$ cat src/hdl/cma_pkg.sv
// cma_pkg: shared constants and control types for the centered moving average
// used by cma_ring and centered_moving_average; no dependencies
package cma_pkg;

  localparam int MAX_HALF_WIDTH = 15;
  localparam int SAMPLE_BITS    = 16;
  localparam int CFG_BITS       = 4;

  localparam logic [CFG_BITS-1:0] RESET_HALF_WIDTH = 4'd3;

  // control of the sample ring memory for one cycle
  typedef struct packed {
    logic wr_en;
    logic rd_en;
    logic clear;
  } ring_ctl_t;

endpackage

$ cat src/hdl/cma_ring.sv
// cma_ring: ring memory of recent samples, one write and one registered read per cycle
// valid bit per entry, cleared at once; invalid entries read as zero; uses cma_pkg
module cma_ring #(
  parameter int DEPTH  = 2 * cma_pkg::MAX_HALF_WIDTH + 1,
  parameter int DATA_W = cma_pkg::SAMPLE_BITS,
  localparam int ADDR_W = $clog2(DEPTH)
) (
  input  logic                     clk,
  input  logic                     rst_n,
  input  cma_pkg::ring_ctl_t       ctl,
  input  logic [ADDR_W-1:0]        wr_addr,
  input  logic signed [DATA_W-1:0] wr_data,
  input  logic [ADDR_W-1:0]        rd_addr,
  output logic signed [DATA_W-1:0] rd_data
);

  logic [DATA_W-1:0] mem [DEPTH];
  logic [DEPTH-1:0]  vld_r;
  logic [DATA_W-1:0] rd_data_r;
  logic              rd_vld_r;

  // read-first: a read of the slot being written returns the old sample
  always_ff @(posedge clk) begin
    if (ctl.wr_en) begin
      mem[wr_addr] <= wr_data;
    end
    if (ctl.rd_en) begin
      rd_data_r <= mem[rd_addr];
    end
  end

  always_ff @(posedge clk) begin
    if (!rst_n) begin
      vld_r    <= '0;
      rd_vld_r <= 1'b0;
    end else begin
      if (ctl.rd_en) begin
        rd_vld_r <= vld_r[rd_addr];
      end
      if (ctl.clear) begin
        vld_r <= '0;
      end else if (ctl.wr_en) begin
        vld_r[wr_addr] <= 1'b1;
      end
    end
  end

  assign rd_data = rd_vld_r ? signed'(rd_data_r) : '0;

endmodule

$ cat src/hdl/cma_div.sv
// cma_div: radix-2 restoring divider, signed dividend by unsigned divisor
// quotient truncated toward zero, one bit per cycle; no package dependencies
module cma_div #(
  parameter int NUM_W = 21,
  parameter int DEN_W = 5,
  parameter int Q_W   = 16
) (
  input  logic                    clk,
  input  logic                    rst_n,
  input  logic                    start,
  input  logic signed [NUM_W-1:0] num,
  input  logic [DEN_W-1:0]        den,
  output logic                    done,
  output logic signed [Q_W-1:0]   quo
);

  localparam int CNT_W = $clog2(NUM_W + 1);

  logic [CNT_W-1:0] cnt_r;
  logic             done_r;
  logic             neg_r;
  logic [NUM_W-1:0] quo_r;
  logic [DEN_W-1:0] rem_r;
  logic [DEN_W-1:0] den_r;
  logic [NUM_W-1:0] mag;
  logic [DEN_W:0]   rem_sh;
  logic [DEN_W+1:0] diff;
  logic             ge;
  logic [NUM_W-1:0] quo_full;

  assign mag    = num[NUM_W-1] ? (~num + NUM_W'(1)) : num;
  assign rem_sh = {rem_r, quo_r[NUM_W-1]};
  assign diff   = {1'b0, rem_sh} - {2'b00, den_r};
  assign ge     = ~diff[DEN_W+1];

  always_ff @(posedge clk) begin
    if (!rst_n) begin
      cnt_r  <= '0;
      done_r <= 1'b0;
    end else begin
      if (start) begin
        cnt_r <= CNT_W'(NUM_W);
      end else if (cnt_r != '0) begin
        cnt_r <= cnt_r - 1'b1;
      end
      done_r <= (cnt_r == CNT_W'(1)) && !start;
    end
  end

  // dividend bits shift out of the top of quo_r as quotient bits shift in
  always_ff @(posedge clk) begin
    if (start) begin
      quo_r <= mag;
      rem_r <= '0;
      den_r <= den;
      neg_r <= num[NUM_W-1];
    end else if (cnt_r != '0) begin
      quo_r <= {quo_r[NUM_W-2:0], ge};
      rem_r <= ge ? diff[DEN_W-1:0] : rem_sh[DEN_W-1:0];
    end
  end

  assign quo_full = neg_r ? (~quo_r + NUM_W'(1)) : quo_r;
  assign quo      = signed'(quo_full[Q_W-1:0]);
  assign done     = done_r;

endmodule

$ cat src/hdl/centered_moving_average.sv
// centered_moving_average: box filter over a block, samples past the block edges counted as zero
// a result goes through S_UPD (or S_FRD and S_FSUB when flushing), the serial divider in S_DIV
// and S_OUT, where it waits for out_ready before the output register is loaded
// in_ready is high only in S_IDLE: no new sample is taken until the last one is through
// a half_width write re-sums the window from memory in state S_SUM
// reset: synchronous, active low; empty window, half_width 3, no result pending
module centered_moving_average #(
  parameter int MAX_HALF_WIDTH = cma_pkg::MAX_HALF_WIDTH,
  parameter int SAMPLE_BITS    = cma_pkg::SAMPLE_BITS
) (
  input  logic                          clk,
  input  logic                          rst_n,
  input  logic                          in_valid,
  output logic                          in_ready,
  input  logic signed [SAMPLE_BITS-1:0] in_sample,
  input  logic                          in_block_end,
  output logic                          out_valid,
  input  logic                          out_ready,
  output logic signed [SAMPLE_BITS-1:0] out_average,
  output logic                          out_final_result,
  input  logic                          cfg_wr_en,
  input  logic [cma_pkg::CFG_BITS-1:0]  cfg_wr_data
);

  localparam int RING_DEPTH = 2 * MAX_HALF_WIDTH + 1;
  localparam int PTR_W      = $clog2(RING_DEPTH);
  localparam int PTR_X      = PTR_W + 1;
  localparam int W_BITS     = $clog2(MAX_HALF_WIDTH + 1);
  localparam int TAP_BITS   = W_BITS + 1;
  localparam int SUM_BITS   = SAMPLE_BITS + PTR_W;
  localparam int CMP_W      = (W_BITS > cma_pkg::CFG_BITS) ? W_BITS : cma_pkg::CFG_BITS;

  typedef enum logic [6:0] {
    S_IDLE = 7'b0000001,
    S_UPD  = 7'b0000010,
    S_FRD  = 7'b0000100,
    S_FSUB = 7'b0001000,
    S_DIV  = 7'b0010000,
    S_OUT  = 7'b0100000,
    S_SUM  = 7'b1000000
  } state_t;

  function automatic logic [W_BITS-1:0] sat_hw(input logic [cma_pkg::CFG_BITS-1:0] v);
    logic [CMP_W-1:0] v_ext;
    logic [CMP_W-1:0] m_ext;
    v_ext = CMP_W'(v);
    m_ext = CMP_W'(MAX_HALF_WIDTH);
    return (v_ext > m_ext) ? W_BITS'(m_ext) : W_BITS'(v_ext);
  endfunction

  // ring slot holding the sample of the given age, 0 being the newest
  function automatic logic [PTR_W-1:0] age_addr(input logic [PTR_W-1:0] wp,
                                                input logic [PTR_W-1:0] age);
    logic [PTR_X-1:0] t;
    t = {1'b0, wp} - {1'b0, age} - PTR_X'(1);
    if (t[PTR_W]) begin
      t = t + PTR_X'(RING_DEPTH);
    end
    return t[PTR_W-1:0];
  endfunction

  state_t state_r, state_nxt;
  logic [W_BITS-1:0]            hw_r, hw_nxt;
  logic [PTR_W-1:0]             wp_r, wp_nxt;
  logic [PTR_W-1:0]             seen_r, seen_nxt;
  logic signed [SUM_BITS-1:0]   sum_r, sum_nxt;
  logic signed [SAMPLE_BITS-1:0] x_r, x_nxt;
  logic                         last_r, last_nxt;
  logic [W_BITS-1:0]            fl_cnt_r, fl_cnt_nxt;
  logic [PTR_W-1:0]             k_r, k_nxt;
  logic                         pend_final_r, pend_final_nxt;
  logic                         out_valid_r, out_valid_nxt;
  logic signed [SAMPLE_BITS-1:0] out_average_r;
  logic                         out_final_r;

  cma_pkg::ring_ctl_t           ring_ctl;
  logic [PTR_W-1:0]             ring_rd_addr;
  logic signed [SAMPLE_BITS-1:0] ring_rd_data;

  logic                         div_start;
  logic signed [SUM_BITS-1:0]   div_num;
  logic                         div_done;
  logic signed [SAMPLE_BITS-1:0] div_quo;

  logic [TAP_BITS-1:0]          taps;
  logic [PTR_W-1:0]             two_w;
  logic                         emit;
  logic [W_BITS-1:0]            flush_start;
  logic signed [SUM_BITS-1:0]   rd_ext;
  logic signed [SUM_BITS-1:0]   x_ext;
  logic signed [SUM_BITS-1:0]   sum_upd;
  logic signed [SUM_BITS-1:0]   sum_sub;
  logic signed [SUM_BITS-1:0]   sum_acc;
  logic                         out_load;

  assign taps        = {hw_r, 1'b1};
  assign two_w       = PTR_W'({hw_r, 1'b0});
  assign emit        = seen_r > PTR_W'(hw_r);
  assign flush_start = emit ? hw_r : W_BITS'(seen_r);
  assign rd_ext      = SUM_BITS'(ring_rd_data);
  assign x_ext       = SUM_BITS'(x_r);
  assign sum_upd     = sum_r + x_ext - rd_ext;
  assign sum_sub     = sum_r - rd_ext;
  assign sum_acc     = sum_r + rd_ext;
  assign div_num     = (state_r == S_UPD) ? sum_upd : sum_sub;
  assign in_ready    = (state_r == S_IDLE);

  cma_ring #(
    .DEPTH  (RING_DEPTH),
    .DATA_W (SAMPLE_BITS)
  ) u_ring (
    .clk     (clk),
    .rst_n   (rst_n),
    .ctl     (ring_ctl),
    .wr_addr (wp_r),
    .wr_data (in_sample),
    .rd_addr (ring_rd_addr),
    .rd_data (ring_rd_data)
  );

  cma_div #(
    .NUM_W (SUM_BITS),
    .DEN_W (TAP_BITS),
    .Q_W   (SAMPLE_BITS)
  ) u_div (
    .clk   (clk),
    .rst_n (rst_n),
    .start (div_start),
    .num   (div_num),
    .den   (taps),
    .done  (div_done),
    .quo   (div_quo)
  );

  always_comb begin
    state_nxt      = state_r;
    hw_nxt         = hw_r;
    wp_nxt         = wp_r;
    seen_nxt       = seen_r;
    sum_nxt        = sum_r;
    x_nxt          = x_r;
    last_nxt       = last_r;
    fl_cnt_nxt     = fl_cnt_r;
    k_nxt          = k_r;
    pend_final_nxt = pend_final_r;
    ring_ctl       = '0;
    ring_rd_addr   = age_addr(wp_r, two_w);
    div_start      = 1'b0;
    out_load       = 1'b0;

    unique case (state_r)
      S_IDLE: begin
        if (in_valid) begin
          // write the new sample and fetch the one leaving the window
          ring_ctl.wr_en = 1'b1;
          ring_ctl.rd_en = 1'b1;
          x_nxt          = in_sample;
          last_nxt       = in_block_end;
          wp_nxt         = (wp_r == PTR_W'(RING_DEPTH - 1)) ? '0 : wp_r + 1'b1;
          seen_nxt       = (seen_r == PTR_W'(RING_DEPTH)) ? seen_r : seen_r + 1'b1;
          state_nxt      = S_UPD;
        end
      end
      S_UPD: begin
        sum_nxt    = sum_upd;
        fl_cnt_nxt = flush_start;
        if (emit) begin
          div_start      = 1'b1;
          pend_final_nxt = last_r && (flush_start == '0);
          state_nxt      = S_DIV;
        end else if (last_r) begin
          state_nxt = S_FRD;
        end else begin
          state_nxt = S_IDLE;
        end
      end
      S_FRD: begin
        // the window shrinks by its oldest tap for each flushed center
        ring_ctl.rd_en = 1'b1;
        ring_rd_addr   = age_addr(wp_r, PTR_W'(fl_cnt_r) + PTR_W'(hw_r));
        state_nxt      = S_FSUB;
      end
      S_FSUB: begin
        sum_nxt        = sum_sub;
        div_start      = 1'b1;
        pend_final_nxt = (fl_cnt_r == W_BITS'(1));
        fl_cnt_nxt     = fl_cnt_r - 1'b1;
        state_nxt      = S_DIV;
      end
      S_DIV: begin
        if (div_done) begin
          state_nxt = S_OUT;
        end
      end
      S_OUT: begin
        if (!out_valid_r || out_ready) begin
          out_load = 1'b1;
          if (pend_final_r) begin
            ring_ctl.clear = 1'b1;
            wp_nxt         = '0;
            seen_nxt       = '0;
            sum_nxt        = '0;
            state_nxt      = S_IDLE;
          end else if (last_r && (fl_cnt_r != '0)) begin
            state_nxt = S_FRD;
          end else begin
            state_nxt = S_IDLE;
          end
        end
      end
      S_SUM: begin
        // re-sum ages 0..2w; read data arrives in the cycle after its age is issued
        ring_ctl.rd_en = (k_r <= two_w);
        ring_rd_addr   = age_addr(wp_r, k_r);
        if (k_r != '0) begin
          sum_nxt = sum_acc;
        end
        if (k_r == two_w + PTR_W'(1)) begin
          state_nxt = S_IDLE;
        end else begin
          k_nxt = k_r + 1'b1;
        end
      end
      default: begin
        state_nxt = S_IDLE;
      end
    endcase

    if (cfg_wr_en) begin
      hw_nxt    = sat_hw(cfg_wr_data);
      k_nxt     = '0;
      sum_nxt   = '0;
      state_nxt = S_SUM;
    end
  end

  assign out_valid_nxt = out_load ? 1'b1 : (out_ready ? 1'b0 : out_valid_r);

  always_ff @(posedge clk) begin
    if (!rst_n) begin
      state_r      <= S_IDLE;
      hw_r         <= sat_hw(cma_pkg::RESET_HALF_WIDTH);
      wp_r         <= '0;
      seen_r       <= '0;
      sum_r        <= '0;
      last_r       <= 1'b0;
      fl_cnt_r     <= '0;
      k_r          <= '0;
      pend_final_r <= 1'b0;
      out_valid_r  <= 1'b0;
    end else begin
      state_r      <= state_nxt;
      hw_r         <= hw_nxt;
      wp_r         <= wp_nxt;
      seen_r       <= seen_nxt;
      sum_r        <= sum_nxt;
      last_r       <= last_nxt;
      fl_cnt_r     <= fl_cnt_nxt;
      k_r          <= k_nxt;
      pend_final_r <= pend_final_nxt;
      out_valid_r  <= out_valid_nxt;
    end
  end

  always_ff @(posedge clk) begin
    x_r <= x_nxt;
    if (out_load) begin
      out_average_r <= div_quo;
      out_final_r   <= pend_final_r;
    end
  end

  assign out_valid        = out_valid_r;
  assign out_average      = out_average_r;
  assign out_final_result = out_final_r;

`ifndef SYNTH
  a_final_clears_block: assert property (@(posedge clk) disable iff (!rst_n)
    (out_load && pend_final_r) |=> (wp_r == '0 && seen_r == '0 && sum_r == '0))
    else $error("block state not cleared after final result");

  a_accept_starts_update: assert property (@(posedge clk) disable iff (!rst_n)
    (in_valid && in_ready && !cfg_wr_en) |=> (state_r == S_UPD))
    else $error("accepted request did not start a window update");

  a_ring_pointers_in_range: assert property (@(posedge clk) disable iff (!rst_n)
    (wp_r <= PTR_W'(RING_DEPTH - 1)) && (seen_r <= PTR_W'(RING_DEPTH)))
    else $error("ring pointer or fill count out of range");
`endif

endmodule
$ cat config.mk
export PLATFORM = sky130hd
export DESIGN_NAME = centered_moving_average
export DESIGN_NICKNAME = d
export VERILOG_FILES = /design/src/hdl/cma_pkg.sv /design/src/hdl/cma_ring.sv /design/src/hdl/cma_div.sv /design/src/hdl/centered_moving_average.sv
export SDC_FILE = /design/constraint.sdc
export NUM_CORES = 1
export LEC_CHECK = 0
export BUFFER_PORTS_ARGS = -buffer_cell sky130_fd_sc_hd__buf_2
export CORE_ASPECT_RATIO = 0.8
export CORE_MARGIN = 5
export CORE_UTILIZATION = 60
export DETAILED_ROUTE_END_ITERATION = 6
export PLACE_DENSITY = 0.75
export RECOVER_POWER = 25
export SYNTH_ARGS = -nofsm -noshare
export SYNTH_HDL_FRONTEND = slang
export SYNTH_HIERARCHICAL = 1
export SYNTH_SLANG_ARGS = --single-unit
$ cat constraint.sdc
create_clock -name clk -period 9.8 [get_ports clk]
set_input_delay 2.45 -clock clk [delete_from_list [all_inputs] [get_ports clk]]
set_output_delay 2.45 -clock clk [all_outputs]
set_load 0.005 [all_outputs]
# Yosys cells after proc, flatten, opt, wreduce, memory -nomap -nowiden
# Memories as Yosys holds them, arrays and structs flattened. A register that Yosys moved wholly into a read port is not among the register bits.
# Index checks and enable logic that the tools add are counted.
[word_totals]
ram_bits = 496
in_bits = 26
wordCells = 168
register_bits = 156
output_inout_bits = 19
mem_count = 1
[mem_list]
columns = ["name", "depth", "width", "rd", "rd_ports_with_merged_regs", "write_ports", "line", "source"]
rows = [
  ["u_ring.mem", 31, 16, 1, 1, 1, "cma_ring.sv:17", "logic [DATA_W-1:0] mem [DEPTH];"],
]
[op_classes]
n_reduce_logical = 27
n_addsub = 23
n_mux = 58
bitwise = 6
n_lt_le_gt_ge = 6
eq_ne = 24
[op_table]
columns = ["operator", "count"]
rows = [
  ["$mux W21", 7],
  ["$pmux W21 S4", 1],
  ["$mux W5", 13],
  ["$pmux W7 S7", 1],
  ["$add A21 B16 Y21", 2],
  ["$sub A21 B16 Y21", 2],
  ["$mux W7", 5],
  ["$mux W16", 2],
  ["$or A31 B31 Y31", 1],
  ["$pmux W5 S2", 3],
  ["$add A21 B2 Y21 const B", 1],
  ["$not A21 Y21", 1],
  ["$add A5 B1 Y5 const B", 4],
  ["$sub A5 B5 Y6", 3],
  ["$sub A6 B1 Y6 const B", 3],
  ["$add A16 B1 Y16 const B", 1],
  ["$not A16 Y16", 1],
  ["$reduce_and A4 Y1", 4],
  ["$add A5 B5 Y5 const B", 3],
  ["$mux W1", 14],
  ["$ne A2 B2 Y1 const B", 7],
  ["$lt A5 B6 Y1 const B", 2],
  ["$eq A5 B5 Y1 const B", 2],
  ["$reduce_bool A5 Y1", 2],
  ["39 further kinds", 59],
]

# Depth between registers and ports, before layout
[logic_depth]
depth_word = 8
mapped_depth = 20
depth_no_buf = 17

# Cells and area by module
# The synthesis kept the hierarchy.
[by_module_without_submodules]
columns = ["module", "seq_area_each_um2", "area_each_um2", "n_inst", "cells_each"]
rows = [
  ["cma_ring", 16015.4, 20976.4, 1, 1006],
  ["centered_moving_average", 2072.0, 8943.6, 1, 1083],
  ["cma_div", 1031.0, 2536.2, 1, 267],
]

# Worst setup path before layout
# No wires, ideal clock.
[synth_path]
path_type = "in2reg"
start = "in in_valid"
end = "mem u_ring/mem[12][0] (netlist name) (enable)"
arrival_time_ns = 4.181
stages = 5
setup_slack_ns = 5.229
path_buffers = 1
required_ns = 9.410
setup_time_ns = 0.390
cell_sequence = "nand2_2 inv_2 or3b_2 clkbuf_1 nor2_1"
[synth_rtl]
columns = ["item", "line", "source"]
rows = [
  ["start, declared", "centered_moving_average.sv:13", "input logic in_valid,"],
  ["end, declared", "cma_ring.sv:17", ""],
]

# Final worst setup path
[layout_path]
start = "reg wp_r[1]"
end = "reg u_ring.rd_data_r[6] (read register of u_ring.mem), data pin"
[layout_between]
elab_chain_cells = 5
word_cells_on_any_way = 13
cone_classes = "add/sub: 9; mux: 4"
[layout_lines]
columns = ["item", "line", "source"]
rows = [
  ["start, declared", "centered_moving_average.sv:64", "logic [PTR_W-1:0] wp_r, wp_nxt;"],
  ["start signal, assigned", "centered_moving_average.sv:254", "wp_r <= wp_nxt;"],
  ["$sub A5 B5 Y6", "centered_moving_average.sv:55", "t = {1'b0, wp} - {1'b0, age} - PTR_X'(1);"],
  ["$sub A6 B1 Y6", "centered_moving_average.sv:55", ""],
  ["$add A5 B5 Y5", "centered_moving_average.sv:57", "t = t + PTR_X'(RING_DEPTH);"],
  ["$mux W5", "centered_moving_average.sv:56", "if (t[PTR_W]) begin"],
  ["$pmux W5 S2 (*)", "centered_moving_average.sv:151", "unique case (state_r)"],
  ["named net ring_rd_addr[4]", "centered_moving_average.sv:77", "logic [PTR_W-1:0] ring_rd_addr;"],
  ["end, declared", "cma_ring.sv:19", "logic [DATA_W-1:0] rd_data_r;"],
]
# Mark *: on every way through the listed nets, which the timed path passes. The rest lies on a longest branch.
# A chain may end at the register's enable or synchronous reset.

==> out/results.txt <==
status: completed
die area: 0.0589 sq mm
min cycle time layout: 5.50 ns
Clock Latency Late Sink: 0.66 ns
max-capacitance violation count: 0
reg2reg path depth: 14
adder-cell share of the synthesized area: 5.80%
# IOs: 45
r2r endpoint: u_ring/rd_data_r[6]$_DFFE_PP_
post-synthesis mux area share: 11.0%
routed vias: 20500
first-pass GRT wire length: 121000 um
clk root buf: clkbuf_16
Cell variety after synth: 100
FF-to-FF Start: wp_r[1]$_SDFFE_PN0P_
Worst-Margin Slew: 1.47 ns
Area after DPL: 0.0334 sq mm
RSZ-0062 raised after global routing: no
XOR/XNOR Fraction of Synth Area: 2.94%
Post-Syn Instances: 2356
crit-path max FO: 54
Final Setup Violations: 0
clk slew on worst S/H paths: 0.06 ns
Max Clock Skew: 0.0520 ns
top cell type's share of synthesized area: 52.9%
initial DRC count: 2229
Max stage delay on crit path: 0.86 ns
Hold Crit Start: u_ring/vld_r[18]$_SDFFE_PP0P_
number of fill cells in the layout: 3721
Synth Cell Area: 0.0325 sq mm
maximum VDD drop: 0.000178 V
area fraction in compound gates after synthesis: 10.6%
#FFs+latches synth: 669
crit end category: flip-flop
HPWL after DPL: 49400 um
design area: 0.0356 sq mm
ratio of cells with drive above 1 in the final layout: 15.0%
number of global-route vias before repair: 20200
number of diodes: 0
Max Buffers Root-to-Sink: 3
H-tree depth: 2
# clock sinks: 669
largest net degree at the start of global routing: 114
Synth Flop Type: edfxtp_1
FF/Latch Area: 0.0191 sq mm
Post CTS Setup Buffer Count: 0
Critical Path Slowest Stage Cell: clkinv_1
total grt overflow: 0
top post-synthesis cells by area: edfxtp_1 (53%), mux4_2 (7.4%), dfxtp_1 (6.0%), ha_1 (4.0%), mux2i_1 (2.0%)
Synth area leader: edfxtp_1
area of the multi-input gates: 0.0123 sq mm
CTS tree: yes
DRT Pass-1 Iters: 5
P&R area growth vs syn: 9.58%
cell chain of the critical path: fa_1, ha_1, a21o_1, a21oi_1, o21bai_1, a21oi_1, nand4_1, xnor2_1, o221ai_4, buf_4, clkinv_1, mux2_2, nand2_1, a32oi_1
non-filler cells, final: 3145
largest family of logic cells by synthesized area: multiplexers
Initial Util: 60.4%
initial antenna violation count: 0
worst path required time: 10.12 ns
CP arrival: 5.82 ns
Post-synth top cells: edfxtp_1 (572), inv_1 (156), nor2_1 (147)
port bufs: 44
WHS Path Cells: 1
register area share after synthesis: 58.9%
DRC violations left: 0
CTS Hold Bufs: 0
relative slew slack: 2.07%
Hold Slack: 0.468 ns
R2R Setup Slk: 4.30 ns
RD Place Congestion: 0.908
simple-gate share of the synthesized area: 7.14%
GRT Overall Usage: 26.5%
die height: 218 um
period utilisation layout: 56.1%
Worst setup SP type: flip-flop
CTS Buf Count: 61
Core Region: 0.0537 sq mm
setup TNS: 0 ns
Post-DRT Antenna Nets: 0
EDFF count, synth: 572
PD cells: 225 mW/mm^2
Via density: 6.50
drt total wl: 78500 um
most used cell, CP: a21oi_1
Fin. Hold Viols: 0
syn_nets: 2515
chip width: 270 um
routed len/inst: 25.0 um
WHS Endpoint: u_ring/vld_r[18]$_SDFFE_PP0P_
top-count cell post-synth: edfxtp_1
fraction of registers with async set/reset: 0%
dpl cells: 3030
WS Path Type: reg -> reg
Max Slew Vio Count: 0
LEAKAGE: 12.4 nW
Resized cells post-CTS: 0
Syn Area/Cell: 13.8 sq um
synthesis warning total: 6
Rows: 76
Tot Pwr: 7.99 mW
HP Class: reg -> reg
f_max: 182 MHz
Net count, final: 2550
-- power breakdown --
group,internal [mW],total (mW),switching [mW]
registers,3.25,3.35,0.0992
logic,0.859,2.12,1.26
clock network,1.47,2.52,1.05
-- cell families (layout without fill, tap and decap cells) --
| group | count (synthesis) | after routing |
|---|---|---|
| multiplexers | 211 | 211 |
| AND/OR/NAND/NOR | 466 | 466 |
| other | 1 | 1 |
| buffers and inverters | 275 | 362 |
| adder cells (fa/ha/maj) | 133 | 133 |
| AO/OA/AOI/OAI | 492 | 492 |
| XOR/XNOR | 109 | 109 |
| flip-flops | 669 | 669 |
-- layer usage --
| layer | wire length (um) | track usage (%) | vias to the layer above |
|---|---|---|---|
| met5 | 0 | 0 | - |
| li1 | - | - | 9051 |
| met2 | 37000 | 43.3 | 1011 |
| met1 | 32900 | 38.0 | 10200 |
| met3 | 6480 | 4.03 | 144 |
| met4 | 2180 | 7.24 | 0 |
-- sequential cells by signal, summed over array words and instances, names as in the netlist, 4 cells and up --
signal	flops
wp_r	5
u_ring/vld_r	31
fl_cnt_r	4
seen_r	5
x_r	16
u_ring/mem	496
out_average	16
u_ring/rd_data_r	16
u_div/rem_r	5
u_div/quo_r	21
state_r	7
hw_r	4
k_r	5
u_div/cnt_r	5
u_div/den_r	5
sum_r	21
-- worst max-delay path: cells and delay by family, from the launching register on --
kind / cells / cell delay [ns]
xor gates and xnor gates: 1 / 0.19
adders and majority gates: 2 / 0.86
AOI/OAI and AO/OA: 6 / 1.12
and+or+nand+nor: 2 / 0.26
muxes: 1 / 0.53
buffers and inverters: 2 / 1.52
DFF: 1 / 0.64
-- worst max-delay path by stage --
stage / start / to / slack [ns]
CTS: wp_r[1]$_SDFFE_PN0P_ / u_ring/rd_data_r[6]$_DFFE_PP_ / 4.36
global route: wp_r[1]$_SDFFE_PN0P_ / u_ring/rd_data_r[6]$_DFFE_PP_ / 4.04
detailed placement: wp_r[1]$_SDFFE_PN0P_ / u_ring/rd_data_r[6]$_DFFE_PP_ / 4.51
global placement: u_ring/rd_vld_r$_SDFFE_PN0P_ / u_div/quo_r[20]$_DFFE_PP_ / 4.63
floorplan: in_valid / u_ring/mem[12][0]$_DFFE_PP_ / 5.23
finish: wp_r[1]$_SDFFE_PN0P_ / u_ring/rd_data_r[6]$_DFFE_PP_ / 4.30
-- layout make-up --
class	count	share of cell area, %
Clock inverter	35	1.31
Sequential cell	669	53.8
Tap cell	702	2.47
Multi-Input combinational cell	1412	34.6
Timing Repair Buffer	88	1.54
Clock buffer	80	4.70
Inverter	159	1.68
-- stage by stage --
step | util (%) | setup WS (ns)
after global routing | 66.2 | 4.04
after detailed placement | 62.3 | 4.51
final | 66.2 | 4.30
after floorplan | - | 5.23
after CTS | 66.2 | 4.36
after global placement | 62.3 | 4.63
-- placed cells by master (no fill, tap or decap), types with 47 or more instances in the layout --
master	n
mux4_2	106
clkbuf_16	63
inv_1	156
nor2_1	138
nand2_1	119
ha_1	104
o21ai_0	78
edfxtp_1	572
xnor2_1	70
a21oi_1	115
dfxtp_1	97
o21a_1	47
mux2i_1	64
Power figures use the tool's default switching activity.
